===== src/rtl/ope_pkg.sv =====
// types and constants shared by the ogg page frame extractor modules
// no dependencies
`default_nettype none

package ope_pkg;

    // capture pattern and fixed header layout
    localparam int unsigned HDR_LEN      = 27;
    localparam int unsigned MAX_SEGMENTS = 255;
    localparam int unsigned SEG_AW       = 8;
    localparam int unsigned Q_DEPTH      = 4;
    localparam int unsigned Q_AW         = 2;

    localparam logic [7:0] CAPTURE_PATTERN [4] = '{8'h4F, 8'h67, 8'h67, 8'h53};

    // result kind codes
    localparam logic KIND_FRAME       = 1'b0;
    localparam logic KIND_BAD_PATTERN = 1'b1;

    // one item from the front parser to the frame walker
    typedef struct packed {
        logic        kind;
        logic [15:0] offset;
        logic [7:0]  count;
    } ope_event_t;

    // lacing table write port
    typedef struct packed {
        logic              en;
        logic [SEG_AW-1:0] addr;
        logic [7:0]        data;
    } ope_wr_t;

endpackage

`default_nettype wire


===== src/rtl/ope_ram.sv =====
// generic single write port ram with registered read
// no dependencies
`default_nettype none

module ope_ram #(
    parameter int unsigned WIDTH = 8,
    parameter int unsigned DEPTH = 256
) (
    input  wire logic                     clk,
    input  wire logic                     we,
    input  wire logic [$clog2(DEPTH)-1:0] waddr,
    input  wire logic [WIDTH-1:0]         wdata,
    input  wire logic [$clog2(DEPTH)-1:0] raddr,
    output logic      [WIDTH-1:0]         rdata
);

    logic [WIDTH-1:0] mem [DEPTH];

    always_ff @(posedge clk)
    begin
        if (we)
        begin
            mem[waddr] <= wdata;
        end
        rdata <= mem[raddr];
    end

endmodule

`default_nettype wire


===== src/rtl/ope_fifo.sv =====
// short event queue between the page parser and the frame walker
// depends on ope_pkg
`default_nettype none

module ope_fifo
    import ope_pkg::*;
(
    input  wire logic       clk,
    input  wire logic       rst_n,
    input  wire logic       push,
    input  ope_event_t      din,
    input  wire logic       pop,
    output ope_event_t      dout,
    output logic            full,
    output logic            empty
);

    ope_event_t      store [Q_DEPTH];
    logic [Q_AW-1:0] wr_ptr_reg;
    logic [Q_AW-1:0] rd_ptr_reg;
    logic [Q_AW:0]   count_reg;

    assign full  = (count_reg == (Q_AW+1)'(Q_DEPTH));
    assign empty = (count_reg == '0);
    assign dout  = store[rd_ptr_reg];

    always_ff @(posedge clk)
    begin
        if (push)
        begin
            store[wr_ptr_reg] <= din;
        end
    end

    always_ff @(posedge clk or negedge rst_n)
    begin
        if (!rst_n)
        begin
            wr_ptr_reg <= '0;
            rd_ptr_reg <= '0;
            count_reg  <= '0;
        end
        else
        begin
            if (push)
            begin
                wr_ptr_reg <= wr_ptr_reg + 1'b1;
            end
            if (pop)
            begin
                rd_ptr_reg <= rd_ptr_reg + 1'b1;
            end
            if (push && !pop)
            begin
                count_reg <= count_reg + 1'b1;
            end
            else if (pop && !push)
            begin
                count_reg <= count_reg - 1'b1;
            end
        end
    end

    a_count_bound: assert property (@(posedge clk) disable iff (!rst_n)
        count_reg <= (Q_AW+1)'(Q_DEPTH))
        else $error("event queue count past depth");

endmodule

`default_nettype wire


===== src/rtl/ope_front.sv =====
// page parser: walks headers and lacing tables, fills the lacing ram,
// queues payload and status items; depends on ope_pkg
`default_nettype none

module ope_front
    import ope_pkg::*;
(
    input  wire logic        clk,
    input  wire logic        rst_n,
    input  wire logic        push,
    input  wire logic [7:0]  data_byte,
    input  wire logic        first_byte,
    input  wire logic [15:0] buffer_length,
    input  wire logic        q_full,
    input  wire logic        q_empty,
    output logic             full,
    output logic             ev_push,
    output ope_event_t       ev,
    output ope_wr_t          wr,
    output logic             page_start
);

    localparam logic [1:0] PH_HEADER  = 2'd0;
    localparam logic [1:0] PH_TABLE   = 2'd1;
    localparam logic [1:0] PH_PAYLOAD = 2'd2;

    typedef struct packed {
        logic [1:0]  phase;
        logic [4:0]  hcnt;
        logic        pat_ok;
        logic        seq_small;
        logic [7:0]  seg;
        logic [7:0]  trc;
        logic [7:0]  nzc;
        logic [16:0] ptot;
        logic [16:0] pleft;
        logic        skip;
    } page_t;

    localparam page_t PAGE_RESET = '{
        phase:     PH_HEADER,
        hcnt:      5'd0,
        pat_ok:    1'b1,
        seq_small: 1'b1,
        seg:       8'd0,
        trc:       8'd0,
        nzc:       8'd0,
        ptot:      17'd0,
        pleft:     17'd0,
        skip:      1'b0
    };

    page_t       pg_reg, pg_next;
    logic [15:0] pos_reg, pos_next;
    logic [15:0] total_reg, total_next;
    logic        halted_reg, halted_next;
    logic        acc;
    logic [15:0] pos_inc;
    logic [17:0] end_sum;

    // hold off the lacing table until the walker has used the old one
    assign full = q_full || (pg_reg.phase == PH_TABLE && !q_empty);
    assign acc  = push && !full;

    always_comb
    begin
        pg_next     = pg_reg;
        pos_next    = pos_reg;
        total_next  = total_reg;
        halted_next = halted_reg;
        ev_push     = 1'b0;
        ev          = '0;
        wr          = '0;
        page_start  = 1'b0;
        pos_inc     = '0;
        end_sum     = '0;
        if (acc)
        begin
            if (first_byte)
            begin
                pg_next     = PAGE_RESET;
                total_next  = buffer_length;
                pos_next    = '0;
                halted_next = 1'b0;
            end
            if (!halted_next)
            begin
                if (pos_next >= total_next)
                begin
                    halted_next = 1'b1;
                end
                else
                begin
                    pos_inc = pos_next + 16'd1;
                    unique case (pg_next.phase)
                        PH_HEADER:
                        begin
                            if (pg_next.hcnt == 5'd0 &&
                                ({1'b0, pos_next} + 17'(HDR_LEN)) > {1'b0, total_next})
                            begin
                                halted_next = 1'b1;
                            end
                            else
                            begin
                                if (pg_next.hcnt < 5'd4 &&
                                    data_byte != CAPTURE_PATTERN[pg_next.hcnt[1:0]])
                                begin
                                    pg_next.pat_ok = 1'b0;
                                end
                                if (pg_next.hcnt == 5'd18 && data_byte > 8'd1)
                                begin
                                    pg_next.seq_small = 1'b0;
                                end
                                if (pg_next.hcnt >= 5'd19 && pg_next.hcnt <= 5'd21 &&
                                    data_byte != 8'd0)
                                begin
                                    pg_next.seq_small = 1'b0;
                                end
                                if (pg_next.hcnt != 5'(HDR_LEN - 1))
                                begin
                                    pg_next.hcnt = pg_next.hcnt + 5'd1;
                                    pos_next     = pos_inc;
                                end
                                else if (!pg_next.pat_ok)
                                begin
                                    ev_push     = 1'b1;
                                    ev.kind     = KIND_BAD_PATTERN;
                                    ev.offset   = pos_next - 16'(HDR_LEN - 1);
                                    halted_next = 1'b1;
                                end
                                else
                                begin
                                    pg_next.seg = data_byte;
                                    if (({1'b0, pos_inc} + {9'd0, data_byte}) >
                                        {1'b0, total_next})
                                    begin
                                        halted_next = 1'b1;
                                    end
                                    else if (data_byte == 8'd0)
                                    begin
                                        pg_next  = PAGE_RESET;
                                        pos_next = pos_inc;
                                    end
                                    else
                                    begin
                                        pg_next.phase = PH_TABLE;
                                        pos_next      = pos_inc;
                                    end
                                end
                            end
                        end
                        PH_TABLE:
                        begin
                            page_start = (pg_next.trc == 8'd0);
                            if (data_byte != 8'd0)
                            begin
                                wr.en       = 1'b1;
                                wr.addr     = pg_next.nzc;
                                wr.data     = data_byte;
                                pg_next.nzc = pg_next.nzc + 8'd1;
                            end
                            pg_next.ptot = pg_next.ptot + {9'd0, data_byte};
                            pg_next.trc  = pg_next.trc + 8'd1;
                            pos_next     = pos_inc;
                            if (pg_next.trc >= pg_next.seg)
                            begin
                                end_sum = {2'b0, pos_inc} + {1'b0, pg_next.ptot};
                                if (end_sum > {2'b0, total_next})
                                begin
                                    halted_next = 1'b1;
                                end
                                else if (pg_next.ptot == 17'd0)
                                begin
                                    pg_next = PAGE_RESET;
                                end
                                else
                                begin
                                    pg_next.phase = PH_PAYLOAD;
                                    pg_next.pleft = pg_next.ptot;
                                    // sequence 0 or 1 pages carry no frames
                                    pg_next.skip  = pg_next.seq_small;
                                end
                            end
                        end
                        PH_PAYLOAD:
                        begin
                            if (!pg_next.skip)
                            begin
                                ev_push   = 1'b1;
                                ev.kind   = KIND_FRAME;
                                ev.offset = pos_next;
                                ev.count  = pg_next.nzc;
                            end
                            pg_next.pleft = pg_next.pleft - 17'd1;
                            if (pg_next.pleft == 17'd0)
                            begin
                                pg_next = PAGE_RESET;
                            end
                            pos_next = pos_inc;
                        end
                        default:
                        begin
                            pg_next = PAGE_RESET;
                        end
                    endcase
                end
            end
        end
    end

    always_ff @(posedge clk or negedge rst_n)
    begin
        if (!rst_n)
        begin
            pg_reg     <= PAGE_RESET;
            pos_reg    <= '0;
            total_reg  <= '0;
            halted_reg <= 1'b0;
        end
        else
        begin
            pg_reg     <= pg_next;
            pos_reg    <= pos_next;
            total_reg  <= total_next;
            halted_reg <= halted_next;
        end
    end

    a_no_push_full: assert property (@(posedge clk) disable iff (!rst_n)
        ev_push |-> !q_full)
        else $error("item pushed into a full event queue");

endmodule

`default_nettype wire


===== src/rtl/ope_back.sv =====
// frame walker: turns queued payload items into frame results using the
// lacing ram, and holds the result register; depends on ope_pkg
`default_nettype none

module ope_back
    import ope_pkg::*;
(
    input  wire logic              clk,
    input  wire logic              rst_n,
    input  wire logic              q_empty,
    input  ope_event_t             q_dout,
    output logic                   q_pop,
    input  wire logic              page_start,
    output logic [SEG_AW-1:0]      rd_addr,
    input  wire logic [7:0]        rd_data,
    input  wire logic              pop,
    output logic                   empty,
    output logic [15:0]            frame_offset,
    output logic [7:0]             frame_length,
    output logic                   result_kind
);

    logic        out_valid_reg;
    logic [15:0] offset_reg, offset_next;
    logic [7:0]  length_reg, length_next;
    logic        kind_reg, kind_next;
    logic [7:0]  fidx_reg, fidx_next;
    logic [7:0]  left_reg, left_next;
    logic        out_free;
    logic        load;
    logic [7:0]  len;

    assign out_free = !out_valid_reg || pop;
    assign q_pop    = !q_empty && out_free;
    // the ram always reads the entry the next frame will need
    assign rd_addr  = fidx_next;

    always_comb
    begin
        fidx_next   = fidx_reg;
        left_next   = left_reg;
        load        = 1'b0;
        offset_next = offset_reg;
        length_next = length_reg;
        kind_next   = kind_reg;
        len         = (fidx_reg < q_dout.count) ? rd_data : 8'd0;
        if (page_start)
        begin
            fidx_next = '0;
            left_next = '0;
        end
        else if (q_pop)
        begin
            if (q_dout.kind == KIND_BAD_PATTERN)
            begin
                load        = 1'b1;
                offset_next = q_dout.offset;
                length_next = 8'd0;
                kind_next   = KIND_BAD_PATTERN;
            end
            else if (left_reg == 8'd0)
            begin
                if (len != 8'd0)
                begin
                    load        = 1'b1;
                    offset_next = q_dout.offset;
                    length_next = len;
                    kind_next   = KIND_FRAME;
                    left_next   = len - 8'd1;
                    fidx_next   = fidx_reg + 8'd1;
                end
            end
            else
            begin
                left_next = left_reg - 8'd1;
            end
        end
    end

    always_ff @(posedge clk)
    begin
        offset_reg <= offset_next;
        length_reg <= length_next;
        kind_reg   <= kind_next;
    end

    always_ff @(posedge clk or negedge rst_n)
    begin
        if (!rst_n)
        begin
            out_valid_reg <= 1'b0;
            fidx_reg      <= '0;
            left_reg      <= '0;
        end
        else
        begin
            fidx_reg <= fidx_next;
            left_reg <= left_next;
            if (load)
            begin
                out_valid_reg <= 1'b1;
            end
            else if (pop)
            begin
                out_valid_reg <= 1'b0;
            end
        end
    end

    assign empty        = !out_valid_reg;
    assign frame_offset = offset_reg;
    assign frame_length = length_reg;
    assign result_kind  = kind_reg;

    a_page_start_idle: assert property (@(posedge clk) disable iff (!rst_n)
        page_start |-> q_empty)
        else $error("lacing table restarted while items still queued");

    a_frame_nonzero: assert property (@(posedge clk) disable iff (!rst_n)
        (out_valid_reg && kind_reg == KIND_FRAME) |-> (length_reg != 8'd0))
        else $error("frame result with zero length");

endmodule

`default_nettype wire


===== src/rtl/ogg_page_frame_extractor.sv =====
// top level of the ogg page frame extractor: parser, event queue,
// lacing ram and frame walker; depends on ope_pkg and all ope_* modules
`default_nettype none

// usage
// input channel: one buffer byte per item on data_byte, taken when push is
//   high and full is low; first_byte marks the first byte of a buffer and
//   buffer_length is sampled with it
// result channel: frame_offset, frame_length and result_kind hold the
//   oldest result while empty is low; pop takes it
// result_kind 0 is a frame (offset in the buffer, length in bytes),
//   result_kind 1 is a bad capture pattern with the page's start offset,
//   after which parsing stops until the next first byte
// throughput: one byte per cycle; the parser takes a byte every cycle
//   while the four item event queue has room
// the first lacing table byte of a page waits until the frame walker has
//   drained the queue, since the lacing ram holds a single page
// a frame result passes from the event queue into the result register
// when pop stays low the result register holds, the queue fills and full
//   rises; nothing is dropped
// reset clears the parse state; bytes before any first byte are ignored
// the lacing ram needs no clearing: only entries written for the current
//   page are ever read

module ogg_page_frame_extractor
    import ope_pkg::*;
(
    input  wire logic        clk,
    input  wire logic        rst_n,
    input  wire logic        push,
    output logic             full,
    input  wire logic [7:0]  data_byte,
    input  wire logic        first_byte,
    input  wire logic [15:0] buffer_length,
    output logic             empty,
    input  wire logic        pop,
    output logic [15:0]      frame_offset,
    output logic [7:0]       frame_length,
    output logic             result_kind
);

    ope_event_t        ev;
    ope_event_t        q_dout;
    ope_wr_t           wr;
    logic              ev_push;
    logic              q_full;
    logic              q_empty;
    logic              q_pop;
    logic              page_start;
    logic [SEG_AW-1:0] rd_addr;
    logic [7:0]        rd_data;

    // front: header and lacing table parse
    ope_front u_front (
        .clk           (clk),
        .rst_n         (rst_n),
        .push          (push),
        .data_byte     (data_byte),
        .first_byte    (first_byte),
        .buffer_length (buffer_length),
        .q_full        (q_full),
        .q_empty       (q_empty),
        .full          (full),
        .ev_push       (ev_push),
        .ev            (ev),
        .wr            (wr),
        .page_start    (page_start)
    );

    // nonzero lacing values of the current page
    ope_ram #(
        .WIDTH (8),
        .DEPTH (MAX_SEGMENTS)
    ) u_lacing_ram (
        .clk   (clk),
        .we    (wr.en),
        .waddr (wr.addr),
        .wdata (wr.data),
        .raddr (rd_addr),
        .rdata (rd_data)
    );

    // decouples parsing from result delivery
    ope_fifo u_queue (
        .clk   (clk),
        .rst_n (rst_n),
        .push  (ev_push),
        .din   (ev),
        .pop   (q_pop),
        .dout  (q_dout),
        .full  (q_full),
        .empty (q_empty)
    );

    // back: frame walk and result register
    ope_back u_back (
        .clk          (clk),
        .rst_n        (rst_n),
        .q_empty      (q_empty),
        .q_dout       (q_dout),
        .q_pop        (q_pop),
        .page_start   (page_start),
        .rd_addr      (rd_addr),
        .rd_data      (rd_data),
        .pop          (pop),
        .empty        (empty),
        .frame_offset (frame_offset),
        .frame_length (frame_length),
        .result_kind  (result_kind)
    );

endmodule

`default_nettype wire

===== config.mk =====
export PLATFORM = sky130hd
export DESIGN_NAME = ogg_page_frame_extractor
export DESIGN_NICKNAME = d
export VERILOG_FILES = /design/src/rtl/ope_pkg.sv /design/src/rtl/ope_ram.sv /design/src/rtl/ope_fifo.sv /design/src/rtl/ope_front.sv /design/src/rtl/ope_back.sv /design/src/rtl/ogg_page_frame_extractor.sv
export SDC_FILE = /design/constraint.sdc
export NUM_CORES = 2
export LEC_CHECK = 0
export ABC_CLOCK_PERIOD_IN_PS = 14570
export BUFFER_PORTS_ARGS = -buffer_cell sky130_fd_sc_hd__buf_4
export CORE_MARGIN = 2
export CORE_UTILIZATION = 30
export CTS_CLUSTER_SIZE = 8
export DETAILED_ROUTE_END_ITERATION = 8
export GPL_ROUTABILITY_DRIVEN = 0
export PLACE_DENSITY = 0.53
export SETUP_SLACK_MARGIN = 0.3
export SYNTH_ARGS = -nofsm -noshare
export SYNTH_HDL_FRONTEND = slang
export SYNTH_HIERARCHICAL = 1
export SYNTH_SLANG_ARGS = --single-unit
export TNS_END_PERCENT = 50

===== constraint.sdc =====
create_clock -name clk -period 14.57 [get_ports clk]
set_input_delay 0 -clock clk [delete_from_list [all_inputs] [get_ports clk]]
set_output_delay 0 -clock clk [all_outputs]
set_load 0.005 [all_outputs]

**After elaboration in Yosys (flattened, before gate mapping)**

Memory sizes are Yosys's and may differ from the RTL's. A register that Yosys moved wholly into a read port is not among the register bits.
Index checks and enable logic that the tools add are counted.

- Register bits after elaboration: 150
- Latch bits: 0
- RAM bits: 2140
- Bits in read-only memories: 0
- Input bits: 29
- Logic and storage cells: 208
- Memories kept: 2

- $add $sub $neg: 17
- Multiply operators: 0
- Divide/modulo/power cells: 0
- Order comparisons: 11
- Equality and inequality tests: 9
- Shifts and indexed selects: 0
- Mux-type cells: 110
- Bitwise gates (word level): 2
- Reduce and logical (&&, ||, !) cells: 35

Memories:

| memory | depth | bits a word | rd ports | clocked after memory_dff | wr ports | line | RTL |
|---|---|---|---|---|---|---|---|
| u_lacing_ram.mem | 255 | 8 | 1 | 1 | 1 | ope_ram.sv:17 | `logic [WIDTH-1:0] mem [DEPTH];` |
| u_queue.store | 4 | 25 | 1 | 0 | 1 | ope_fifo.sv:18 | `ope_event_t store [Q_DEPTH];` |

Operator list:

| operator | count |
|---|---|
| two-way mux 68 bit | 10 |
| two-way mux 16 bit | 13 |
| case mux 68 bit (3 select lines) | 1 |
| two-way mux 17 bit | 8 |
| two-way mux 8 bit | 17 |
| two-way mux 25 bit | 3 |
| two-way mux 66 bit | 1 |
| two-way mux 61 bit | 1 |
| two-way mux 48 bit | 1 |
| two-way mux 1 bit | 43 |
| greater-than comparator 17 x 16 -> 1 bit | 2 |
| logical NOT 17 bit | 2 |
| case mux 17 bit (2 select lines) | 1 |
| case mux 16 bit (2 select lines) | 1 |
| adder 8 x 1 -> 8 bit, second input constant | 3 |
| logical NOT 8 bit | 3 |
| two-way mux 24 bit | 1 |
| adder 16 x 17 -> 18 bit | 1 |
| greater-than comparator 18 x 16 -> 1 bit | 1 |
| two-way mux 18 bit | 1 |
| adder 16 x 5 -> 17 bit, second input constant | 1 |
| adder 16 x 8 -> 17 bit | 1 |
| adder 17 x 8 -> 17 bit | 1 |
| subtractor 17 x 1 -> 17 bit, second input constant | 1 |
| 41 further kinds | 66 |

**Depth between registers and ports, before layout**

- Depth after elaboration: 30
- Depth in mapped cells: 37
- Mapped depth without buffers: 28

**Modules after synthesis**

Netlist, hierarchy kept.

By module, submodules not included:

| module | times used | cells an instance | area an instance (µm²) | sequential area each (µm²) |
|---|---|---|---|---|
| ope_ram | 1 | 3910 | 80485.9 | 61418.9 |
| ope_front | 1 | 1454 | 11373.4 | 2529.9 |
| ope_fifo | 1 | 165 | 4048.9 | 3178.0 |
| ope_back | 1 | 192 | 2159.6 | 1176.1 |

**Worst setup path after synthesis**

OpenSTA, ideal clock, no wires.

- Path type: input -> register
- From: input first_byte
- To: memory u_lacing_ram.mem[0][0] (data pin)
- Data arrival time: 6.935 ns
- Slack: 6.768 ns
- Stages: 17
- Path buffers: 9
- Cell sequence: buf_6 -> buf_6 -> buf_4 -> buf_4 -> buf_2 -> buf_1 -> clkbuf_1 -> buf_1 -> mux2i_1 -> ha_1 -> a2111oi_0 -> nand2_1 -> a31oi_1 -> o41ai_1 -> nor4_1 -> clkbuf_1 -> and2_1

RTL lines:

| item | line | RTL |
|---|---|---|
| start, declared | ogg_page_frame_extractor.sv:33 | `input wire logic first_byte,` |
| end, declared | ope_ram.sv:17 |  |

**Worst setup path in the final report**

- From: input first_byte
- To: register u_lacing_ram.rdata[1], read port of u_lacing_ram.mem

- Longest elaborated chain between the ends: 8
- Elaborated cells between the ends (all ways): 16
- Those cells by class: 1 x order compare; 1 x eq/ne; 13 x mux; 1 x reduce/logical

RTL lines:

| item | line | RTL |
|---|---|---|
| branches (longest 5 deep; another with >= comparator 16 bit) | n/a |  |
| two-way mux 1 bit * | ope_front.sv:86 | `if (!halted_next)` |
| two-way mux 1 bit * | ope_front.sv:77 | `if (acc)` |
| via page_start | ogg_page_frame_extractor.sv:49 | `logic page_start;` |
| two-way mux 8 bit * | ope_back.sv:47 | `if (page_start)` |
| via rd_addr[0] | ogg_page_frame_extractor.sv:50 | `logic [SEG_AW-1:0] rd_addr;` |
| end, declared | ope_ram.sv:14 | `output logic [WIDTH-1:0] rdata` |

Mark *: on every way through the listed nets, which the timed path passes. The select of a mux whose other input is x is not followed.
A chain may end at the register's enable or synchronous reset.

==> flow_summary.toml <==
[outcome]
run_status = "complete, no violations"

[power_and_ir_drop]
sw_frac_of_total_pct = 24.99
share_seq_of_total_power_pct = 44.8
power_frac_comb_pct = 12.7
netSwitchingPower_mw = 4.048
irDropWorstVdd_uv = 158.7
power_density_nw_per_um2 = 144.3
fin_total_pwr_mw = 16.20
internal_power_mw = 12.15
power_leakage_nw = 41.74
clock_power_share_pct = 42.5

[timing]
slew_violations = 0
fin_crit_ns = 8.276
worst_slew_margin_rel_pct = 6.755
setup_viol_count_final = 0
timing_worst_slew_pin_value_ns = 1.395
worst_hold_slack_ns = 0.09239
finalClockSkew_ns = 0.1047
hold_violations = 0
fmax_mhz = 120.8
accumulated_negative_setup_slack_ns = 0
final_min_period_over_clock_period_pct = 56.80
setup_repair_after_global_routing_missed_its_margin = "false"
fin_ws_ns = 6.294

[clocking]
cts_repair_resize_count = 0
cts_tree = "built"
clkSlewWorstSetupHoldPaths_ns = 0.05
clk_latency_ns = 0.92
cts_hold_repair.buffers = 47
tritoncts_buffers = 329
cts.htree.levels = 5
clock_tree.buffer_depth = 4
cts_setup_buffers = 0
ctsRootBufferMaster = "sky130_fd_sc_hd__clkbuf_16"
cts_sinks = 2298

[route]
drt-vias-per-instance = 5.387
drt_wl_total_um = 286000
initialDrtViolationCount = 6706
detail_route.wl_per_cell_um = 27.60
ant_nets = 0
num_vias = 55820
drt_drc_violations_left = 0
drt_pre_antenna_iters = 6

[setup_path]
worst-path-max-fanout = 86
crit_arrival_ns = 9.03
end_kind = "flop"
setup.worst_path.class = "in -> reg"
setup_crit_start_kind = "input pin"
timing.critical_path.required_ns = 15.33

[grt]
grt_remaining_overflow = 0
wire_length_of_the_first_global_routing_pass_um = 411600
antenna_violations_before_repair = 6
grt_pass1_vias = 55350
grt_start_max_net_pins = 185
grtUsageTotal_pct = 16.85

[placed_design]
dpl_cell_area_um2 = 102700
port-buffer-count = 55
placed_cells = 9875
detail_placement_hpwl_um = 176300
placement.setup.worst_slack_ns = 5.979

[layout]
synthToLayoutAreaGrowth_pct = 14.47
largest_register_ffs = 2040
postLayoutCellArea_um2 = 112300
instances_no_fill = 10360
final_net_count = 6093
proportion_of_layout_cells_with_a_drive_suffix_above_1_pct = 16.90
final_util_pct = 34.56

[yosys]
synth-async-reset-ratio_pct = 5.440
synth_top_area_share_pct = 66.29
synthDominantAreaCellType = "sky130_fd_sc_hd__edfxtp_1"
synthDistinctLibCells = 118
most_common_cell_in_the_netlist = "sky130_fd_sc_hd__edfxtp_1"
synth_top_cells_by_count = "sky130_fd_sc_hd__edfxtp_1, sky130_fd_sc_hd__nor2_1, sky130_fd_sc_hd__mux4_2, sky130_fd_sc_hd__nand2_1, sky130_fd_sc_hd__mux2i_1"
synth_seq_cells = 2298
count_of_synthesis_stage_warnings_from_yosys = 6
edff_count_synth = 2165
netlist_top_cells_area = "sky130_fd_sc_hd__edfxtp_1, sky130_fd_sc_hd__mux4_2, sky130_fd_sc_hd__dfrtp_1"
seq_area_frac_synth_pct = 69.65
mappedNetlistArea_um2 = 98070
synth_cells = 5721
synth_flop_cell = "sky130_fd_sc_hd__edfxtp_1"
synthesis.area_per_instance_um2 = 17.14
post_syn_nets = 5886

[worst_hold_path]
hold_crit_path_type = "in -> reg"

[die]
floorplan.initialDensity_pct = 30.19
total_die_area_um2 = 331500
floorplan.core_area_um2 = 324800
num_rows = 209
die_h_um = 575.7
design.portCount = 56
chip_width_um = 575.7

[run]
maxCapViolations = 0
## worst max-delay path, cell delays in order
cell and delay, ns:
sky130_fd_sc_hd__dlygate4sd3_1 0.53, sky130_fd_sc_hd__buf_4 0.42, sky130_fd_sc_hd__buf_4 0.80, sky130_fd_sc_hd__mux2i_1 0.66
sky130_fd_sc_hd__ha_1 0.24, sky130_fd_sc_hd__nand4_1 0.16, sky130_fd_sc_hd__o41ai_1 0.50, sky130_fd_sc_hd__buf_4 0.22
sky130_fd_sc_hd__nor4_2 0.05, sky130_fd_sc_hd__buf_4 0.21, sky130_fd_sc_hd__o211a_1 0.47, sky130_fd_sc_hd__nor2_4 0.27
sky130_fd_sc_hd__buf_12 0.48, sky130_fd_sc_hd__buf_12 0.64, sky130_fd_sc_hd__buf_4 0.81, sky130_fd_sc_hd__mux4_2 0.63
sky130_fd_sc_hd__mux4_2 0.50, sky130_fd_sc_hd__o22ai_1 0.66, sky130_fd_sc_hd__or4_1 0.34, sky130_fd_sc_hd__o31ai_1 0.10
## power by group through the flow
stage | Clock (mW) | Sequential (mW) | Combinational [mW]
after detailed placement | 0 | 7.37 | 2.06
after CTS | 7.03 | 7.25 | 2.09
after global placement | 0 | 7.37 | 2.05
after floorplan | 0 | 7.34 | 1.75
after global routing | 7.29 | 7.25 | 2.21
final | 6.89 | 7.25 | 2.06
## per-layer routing
| layer | vias to the layer above | share of wire (%) | GRT usage, % |
|---|---|---|---|
| li1 | 23380 | - | - |
| met1 | 29640 | 43 | 24.00 |
| met2 | 2396 | 46 | 26.40 |
| met3 | 400 | 7.6 | 2.814 |
| met4 | 0 | 2.8 | 4.975 |
| met5 | - | 0 | 0 |
## cell type report
| cell class | count | area (um^2) |
|---|---|---|
| Tap cell | 4325 | 5411 |
| Timing Repair Buffer | 206 | 1798 |
| Clock buffer | 412 | 8682 |
| Inverter | 77 | 295.3 |
| Multi-Input combinational cell | 3016 | 27360 |
| Sequential cell | 2298 | 68300 |
| Fill cell | 30690 | 212500 |
| Antenna cell | 2 | 5.005 |
| Clock inverter | 27 | 396.6 |
## path summary, 6_finish.rpt
check	start	endpoint	slack, ns	cells after the start
worst max-delay path	first_byte	u_lacing_ram/rdata[1]$_DFF_P_	6.29	20
worst min-delay path	data_byte[7]	u_front/pg_reg[58]$_DFFE_PN0P_	0.09	4
worst max register to register	u_queue/rd_ptr_reg[0]$_DFFE_PN0P_	u_lacing_ram/rdata[1]$_DFF_P_	6.32	15
worst min register to register	u_front/total_reg[12]$_DFFE_PN0P_	u_front/total_reg[12]$_DFFE_PN0P_	0.48	2
max in group asynchronous	rst_n	u_front/pg_reg[53]$_DFFE_PN0P_	13.72	4
min in group asynchronous	rst_n	u_front/pg_reg[59]$_DFFE_PN1P_	0.23	3
## cells in the final DEF, fill, tap and decap left out, drive strengths merged, types with 18 or more instances in the layout
cell         count
a2111oi         19
a211oi          34
a21o            25
a21oi          169
a22o            35
a22oi           42
a31oi           39
and2            42
and3            33
buf            160
clkbuf         412
dfrtp          123
dlygate4sd3     46
edfxtp        2165
ha             133
inv             85
mux2            19
mux2i          213
mux4           467
nand2          333
nand2b          23
nand3           93
nand4           48
nor2           458
nor2b           61
nor3            67
o211ai          31
o21ai          147
o221ai          65
o22ai           64
o31ai           19
or3             25
or4             18
xnor2           57
xor2            26
## cells by family (layout without fill, tap and decap cells)
family                   after synthesis  after routing  share of synthesized area [%]
other                                  0              2                              0
buffers and inverters                407            722                          2.567
AO/OA/AOI/OAI                        822            822                          5.772
AND/OR/NAND/NOR                     1276           1276                          6.139
flip-flops                          2298           2298                          69.65
XOR/XNOR                              83             83                         0.7413
multiplexers                         699            699                          13.37
adder cells (fa/ha/maj)              136            136                          1.758
No activity file was read; power rests on OpenSTA's default activity.
